<file path="src/hdl/timed_tone_queue_scheduler_top_assert.svh">
// ----------------------------------------------------------------------------
// Timed tone queue scheduler assertion macros
// Shared concurrent assertion forms used by the scheduler modules.
// ----------------------------------------------------------------------------
`ifndef TIMED_TONE_QUEUE_SCHEDULER_TOP_ASSERT_SVH
`define TIMED_TONE_QUEUE_SCHEDULER_TOP_ASSERT_SVH

// Same-cycle implication.
`define TTQS_ASSERT_IMP(lbl, clk, rst_n, ante, cons, msg) \
	lbl: assert property (@(posedge clk) disable iff (!rst_n) (ante) |-> (cons)) \
		else $error(msg);

// Next-cycle implication.
`define TTQS_ASSERT_NXT(lbl, clk, rst_n, ante, cons, msg) \
	lbl: assert property (@(posedge clk) disable iff (!rst_n) (ante) |=> (cons)) \
		else $error(msg);

`endif

</file>
<file path="src/hdl/ttqs_pkg.sv">
// ----------------------------------------------------------------------------
// Timed tone queue scheduler package
// Shared types, codes and constants of the scheduler.
// ----------------------------------------------------------------------------
`default_nettype none

package ttqs_pkg;

	localparam int QUEUE_DEPTH_DEF = 4096;

	localparam int FREQ_W = 16;
	localparam int MS_W   = 16;
	localparam int VOL_W  = 7;
	localparam int TIME_W = 48;
	localparam int TICK_W = 24;
	localparam int GAIN_W = 9;
	localparam int AMP_W  = 15;
	localparam int SPAN_W = MS_W + TICK_W;
	localparam int PROD_W = VOL_W + GAIN_W;

	localparam logic [TICK_W-1:0] TICKS_RESET = TICK_W'(1000);
	localparam logic [GAIN_W-1:0] GAIN_RESET  = GAIN_W'(160);
	localparam logic [AMP_W-1:0]  AMP_MAX     = '1;

	localparam logic [1:0] MODE_ENQ = 2'd0;
	localparam logic [1:0] MODE_SVC = 2'd1;
	localparam logic [1:0] MODE_CLR = 2'd2;

	localparam logic REG_TICKS = 1'b0;
	localparam logic REG_GAIN  = 1'b1;

	typedef enum logic [1:0] {
		OP_ENQ = 2'd0,
		OP_SVC = 2'd1,
		OP_CLR = 2'd2
	} op_t;

	typedef enum logic [1:0] {
		CMD_START = 2'd0,
		CMD_PAUSE = 2'd1,
		CMD_CLOSE = 2'd2,
		CMD_DROP  = 2'd3
	} cmd_t;

	typedef struct packed {
		logic [FREQ_W-1:0] freq;
		logic [MS_W-1:0]   ms;
		logic [VOL_W-1:0]  vol;
	} tone_t;

	typedef struct packed {
		op_t               op;
		tone_t             tone;
		logic [TIME_W-1:0] now;
	} item_t;

endpackage

`default_nettype wire

</file>
<file path="src/hdl/ttqs_front.sv">
// ----------------------------------------------------------------------------
// Timed tone queue scheduler front end
// Accepts input beats, decodes the mode and buffers work in a short queue.
// ----------------------------------------------------------------------------
`default_nettype none

module ttqs_front (
	input  wire logic                          clk,
	input  wire logic                          arst_n,
	input  wire logic                          item_valid,
	output logic                               item_ready,
	input  wire logic [1:0]                    mode,
	input  wire logic [ttqs_pkg::FREQ_W-1:0]   tone_freq,
	input  wire logic [ttqs_pkg::MS_W-1:0]     tone_ms,
	input  wire logic [ttqs_pkg::VOL_W-1:0]    tone_vol,
	input  wire logic [ttqs_pkg::TIME_W-1:0]   now,
	output logic                               q_valid,
	input  wire logic                          q_ready,
	output ttqs_pkg::item_t                    q_item
);

	import ttqs_pkg::*;

	`include "timed_tone_queue_scheduler_top_assert.svh"

	localparam int FIFO_DEPTH = 2;

	item_t      fifo_q [FIFO_DEPTH];
	logic       wr_ptr_q;
	logic       rd_ptr_q;
	logic [1:0] cnt_q;
	item_t      dec_item;
	logic       dec_keep;
	logic       push;
	logic       pop;

	always_comb begin
		dec_keep           = 1'b1;
		dec_item.tone.freq = tone_freq;
		dec_item.tone.ms   = tone_ms;
		dec_item.tone.vol  = tone_vol;
		dec_item.now       = now;
		dec_item.op        = OP_ENQ;
		unique case (mode)
			MODE_ENQ: dec_item.op = OP_ENQ;
			MODE_SVC: dec_item.op = OP_SVC;
			MODE_CLR: dec_item.op = OP_CLR;
			default:  dec_keep    = 1'b0;
		endcase
	end

	assign item_ready = (cnt_q != 2'(FIFO_DEPTH));
	assign push       = item_valid && item_ready && dec_keep;
	assign q_valid    = (cnt_q != 2'd0);
	assign pop        = q_valid && q_ready;
	assign q_item     = fifo_q[rd_ptr_q];

	always_ff @(posedge clk or negedge arst_n) begin
		if (!arst_n) begin
			wr_ptr_q <= 1'b0;
			rd_ptr_q <= 1'b0;
			cnt_q    <= 2'd0;
		end else begin
			if (push) begin
				wr_ptr_q <= ~wr_ptr_q;
			end
			if (pop) begin
				rd_ptr_q <= ~rd_ptr_q;
			end
			if (push && !pop) begin
				cnt_q <= cnt_q + 2'd1;
			end else if (pop && !push) begin
				cnt_q <= cnt_q - 2'd1;
			end
		end
	end

	always_ff @(posedge clk) begin
		if (push) begin
			fifo_q[wr_ptr_q] <= dec_item;
		end
	end

	`TTQS_ASSERT_NXT(a_push_visible, clk, arst_n, push, q_valid,
		"front: a queued beat is not visible to the back end")

endmodule

`default_nettype wire

</file>
<file path="config.mk">
export PLATFORM = sky130hd
export DESIGN_NAME = ttqs_front
export DESIGN_NICKNAME = d
export VERILOG_FILES = /design/src/hdl/ttqs_pkg.sv /design/src/hdl/ttqs_front.sv
export VERILOG_INCLUDE_DIRS = /design/src /design/src/hdl
export SDC_FILE = /design/constraint.sdc
export NUM_CORES = 1
export LEC_CHECK = 0
export BUFFER_PORTS_ARGS = -buffer_cell sky130_fd_sc_hd__buf_2
export CORE_ASPECT_RATIO = 1.4
export CORE_MARGIN = 3
export CORE_UTILIZATION = 38
export CTS_CLUSTER_SIZE = 8
export DETAILED_ROUTE_END_ITERATION = 16
export GPL_ROUTABILITY_DRIVEN = 1
export GPL_TIMING_DRIVEN = 0
export PLACE_DENSITY_LB_ADDON = 0.3
export SYNTH_ARGS = -nofsm -noshare
export SYNTH_HDL_FRONTEND = slang
export SYNTH_SLANG_ARGS = --single-unit
</file>
<file path="constraint.sdc">
create_clock -name clk -period 8.9 [get_ports clk]
set_input_delay 1.78 -clock clk [delete_from_list [all_inputs] [get_ports clk]]
set_output_delay 1.78 -clock clk [all_outputs]
set_load 0.005 [all_outputs]
</file>
# == After elaboration in Yosys (flattened, before gate mapping) ==
# Memory sizes are Yosys's and may differ from the RTL's.
# Cells that the tools add are included.
# totals
regBits,4
mem_bits_rw,178
in_bits,93
output_inout_bits,91
wordCells,28
n_memories,1
# memory_table
name,words,word_bits,rd,rd_ports_with_merged_regs,wr,line,rtl
fifo_q,2,89,1,0,1,ttqs_front.sv:28,item_t fifo_q [FIFO_DEPTH];
# op_classes
add_sub_neg,2
eq_ne,3
n_mux,6
bitwise,2
reduce_logical,11
# ops
operator,count
logical AND 1 bit,5
two-way mux 2 bit,2
case mux 2 bit (2 select lines),1
nonzero test 2 bit,2
two-way mux 1 bit,3
OR reduction 3 bit,1
adder 2 x 1 -> 2 bit (second input constant),1
== test 2 x 1 -> 1 bit (second input constant),1
== test 2 bit (second input constant),1
logical NOT 1 bit,2
logical NOT 2 bit,1
inequality test 2 bit (second input constant),1
NOT 1 bit,2
subtractor 2 x 1 -> 2 bit (second input constant),1

# == Logic depth before layout (Yosys ltp) ==
# depth
word_depth,8
mapped_depth,7

# == Least setup slack after synthesis ==
# No wires, ideal clock.
# synth_path
path_type,in2reg
startpoint,input mode[0]
endpoint,"memory fifo_q[0][0] (netlist name), enable pin"
arrival_ns,5.701
required_ns,8.362
slack_ns,2.661
path_stages,3
cell_sequence,nand2_1 nand3_1 nor2_1
# synth_via
elab_chain_cells,6
elab_cells_between_ends,8
classes_between,2 x eq/ne; 3 x mux; 3 x reduce/logical
# synth_rtl
element,line,rtl
from (decl),ttqs_front.sv:12,"input wire logic [1:0] mode,"
== test 2 bit (tied with other cells),ttqs_front.sv:44,unique case (mode)
OR reduction 3 bit (no line) *,-,
two-way mux 1 bit *,ttqs_front.sv:44,
logical AND 1 bit *,ttqs_front.sv:53,assign push = item_valid && item_ready && dec_keep;
two-way mux 1 bit *,ttqs_front.sv:79,if (push) begin
two-way mux 1 bit (not written as such) *,ttqs_front.sv:80,fifo_q[wr_ptr_q] <= dec_item;
to (decl),ttqs_front.sv:28,
# Every way passes the cells marked *; elsewhere a longest branch is shown, timed or not.

==> flow_metrics.tcl <==
set metrics [dict create \
    ant_nets 0 \
    synthesis.nets 393 \
    wl_per_cell_um 16.96 \
    synth_seq_cells 182 \
    synth_seq_area_share_pct 76.85 \
    vias 3446 \
    fmax_mhz 293.9 \
    path_max_fanout 10 \
    crit_chain "buf_6 > buf_12 > mux2_4 > buf_2" \
    grt_max_degree 34 \
    final_cells 759 \
    routed_wl_um 12880 \
    cts_resized 0 \
    syn_inst 299 \
    rsz0062_at_grt "false" \
    die_y_um 167.6 \
    nets 599 \
    rr_startpoint "cnt_q[0]" \
    drcViolationCount 0 \
    clock_skew_ns 0.009595 \
    crit_path_end_kind "output port" \
    hold_viol 0 \
    synth_top_cell_by_area "edfxtp_1" \
    cts_hold_buf 0 \
    core_area_um2 18140 \
    cts-root-buf "clkbuf_16" \
    track_usage_pct 12.85 \
    vdd_drop_max_mv 0.1808 \
    final_core_util_pct 49.41 \
    cts_tree "done" \
    worst_slew_pin_slew_ns 0.9079 \
    syn2layout_area_growth_pct 26.52 \
    htreeDepth 4 \
    clk_pin_slew_ns 0.07 \
    fin_crit_sh_pct 38.23 \
    rows 58 \
    crit_start "rd_ptr_q" \
    grt-ovfl-total 0 \
    cp.required_ns 7.12 \
    io_pins 184 \
    status "complete, no violations" \
    place.gp.congestion 0.6868 \
    cap_violations 0 \
    yosys.area_share.simple_pct 0.6887 \
    synthXorXnorAreaFrac_pct 0.6180 \
    dp_cells 726 \
    slew_headroom_pct 39.33 \
    dieArea_um2 20340 \
    synth.avg_cell_area_um2 23.70 \
    drive_above_1_share_pct 60.81 \
    critical-path-slowest-cell "dfrtp_1" \
    crit_buf_inv 3 \
    setup_viol 0 \
    ys_types 15 \
    postCtsSetupBuffers 0 \
    synth_top_family_by_area "multiplexers" \
    drt-pass1-iter-count 4 \
    finalSetupTns_ns 0 \
    cts_max_path_buffers 2 \
    synthTopCellsByArea "edfxtp_1 (75%), mux2_4 (19%), buf_12 (2.5%)" \
    critical-path-top-delay-family "buffers and inverters" \
    ys_warn_count 0 \
    min_period_ns 3.403 \
    yosysTopAreaCellShare_pct 75.44 \
    grt_pass1_vias 3797 \
    antenna_found_initial 5 \
    cpPeakStageDelay_ns 0.34 \
    total_power_mw 2.779 \
    port_buffers 183 \
    power.density_nw_per_um2 310.0 \
    grt_pass1_wl_um 19800 \
    syn-cell-area_um2 7086 \
    start_kind "flip-flop" \
    cts_inserted_buffers 17 \
    drt_iter0_markers 175 \
    hold_path_class "flip-flop to flip-flop" \
    initial_utilization_pct 39.06 \
    synth.area.mux_share_pct 18.86 \
    synth_compound_area_share_pct 0 \
    clk_latency_ns 0.42 \
    via_per_inst 4.540 \
    p_leak_nw 3.587 \
    die_width_um 121.4 \
    path_class "flip-flop to output port" \
    worstHoldStart "cnt_q[1]" \
    dp_hpwl_um 9116 \
    numClockSinks 182 \
    synth-adder-area-share_pct 0.1766 \
    arrival_ns 1.62 \
    slew_viol_final 0 \
]
==> report_power, final <==
group / total, mW / internal (mW) / switching, mW
Sequential: 1.16 / 1.12 / 0.0409
Clock: 0.718 / 0.415 / 0.303
Combinational: 0.899 / 0.516 / 0.383
Total: 2.78 / 2.05 / 0.726
==> final timing paths <==
kind / to / slack [ns] / depth (start not counted)
hold / removal: cnt_q[1] / 0.51 / 1
setup reg to reg: fifo_q[1][33] / 6.70 / 4
max in group asynchronous: rd_ptr_q / 7.62 / 1
setup / recovery: q_item[86] / 5.50 / 4
hold reg to reg: cnt_q[1] / 0.51 / 1
min in group asynchronous: cnt_q[1] / 1.16 / 1
==> Yosys cell counts <==
library cell	count
or2_1	1
mux2_4	89
ha_1	1
buf_12	9
nand2_1	2
xor2_1	2
dfrtp_1	4
nand3_1	1
edfxtp_1	178
buf_6	1
nor2b_1	2
xnor2_1	3
nor2_1	3
nand2b_1	1
inv_1	2
==> cell usage in the layout, fill, tap and decap left out <==
cell          n
buf_2       183
edfxtp_1    178
mux2_4       89
clkbuf_16    17
buf_12       13
clkbuf_1      4
dfrtp_1       4
xnor2_1       3
clkinvlp_4    3
nor2b_1       2
nand2_1       2
inv_1         2
nor2_4        2
xor2_1        2
clkinv_2      2
bufinv_16     2
diode_2       1
buf_6         1
nand2b_1      1
nand3_1       1
or2_1         1
nor2_1        1
ha_1          1
clkinv_4      1
clkinv_1      1
inv_6         1
inv_8         1
==> state kept, by name, summed over array words and instances, names as in the netlist <==
| signal | cells |
|---|---|
| cnt_q | 2 |
| fifo_q | 178 |
| rd_ptr_q | 1 |
| wr_ptr_q | 1 |
==> routing by layer <==
metal,routed length [um],global-route usage [%]
met2,7040,22.55
met3,878,4.797
met1,4526,13.21
met5,35,0
met4,394,6.533
==> cells by family after synthesis <==
family / count (synthesis)
xor+xnor: 5
fa+ha+maj: 1
buf+inv: 12
flops: 182
mux: 89
simple gates: 10
==> metrics by stage <==
stage | instance area, um2 | setup slack [ns] | hold WS (ns)
2_1_floorplan | 7086 | 2.661 | 0.4564
3_3_place_gp | 8302 | 0.5590 | 0.4745
3_5_place_dp | 8397 | 5.223 | 0.4962
4_1_cts | 8962 | 5.442 | 0.5069
5_1_grt | 8965 | 5.413 | 0.5444
6_report | 8965 | 5.497 | 0.5075
==> final cells by class <==
cell class,instances,area [um2]
Tap cell,240,300.3
Clock inverter,11,125.1
Fill cell,1568,9178
Buffer,10,191.4
Inverter,2,7.507
Sequential cell,182,5445
Timing Repair Buffer,187,996.0
Antenna cell,1,2.502
Multi-Input combinational cell,105,1456
Clock buffer,21,440.4
(Power assumes the default switching activity.)
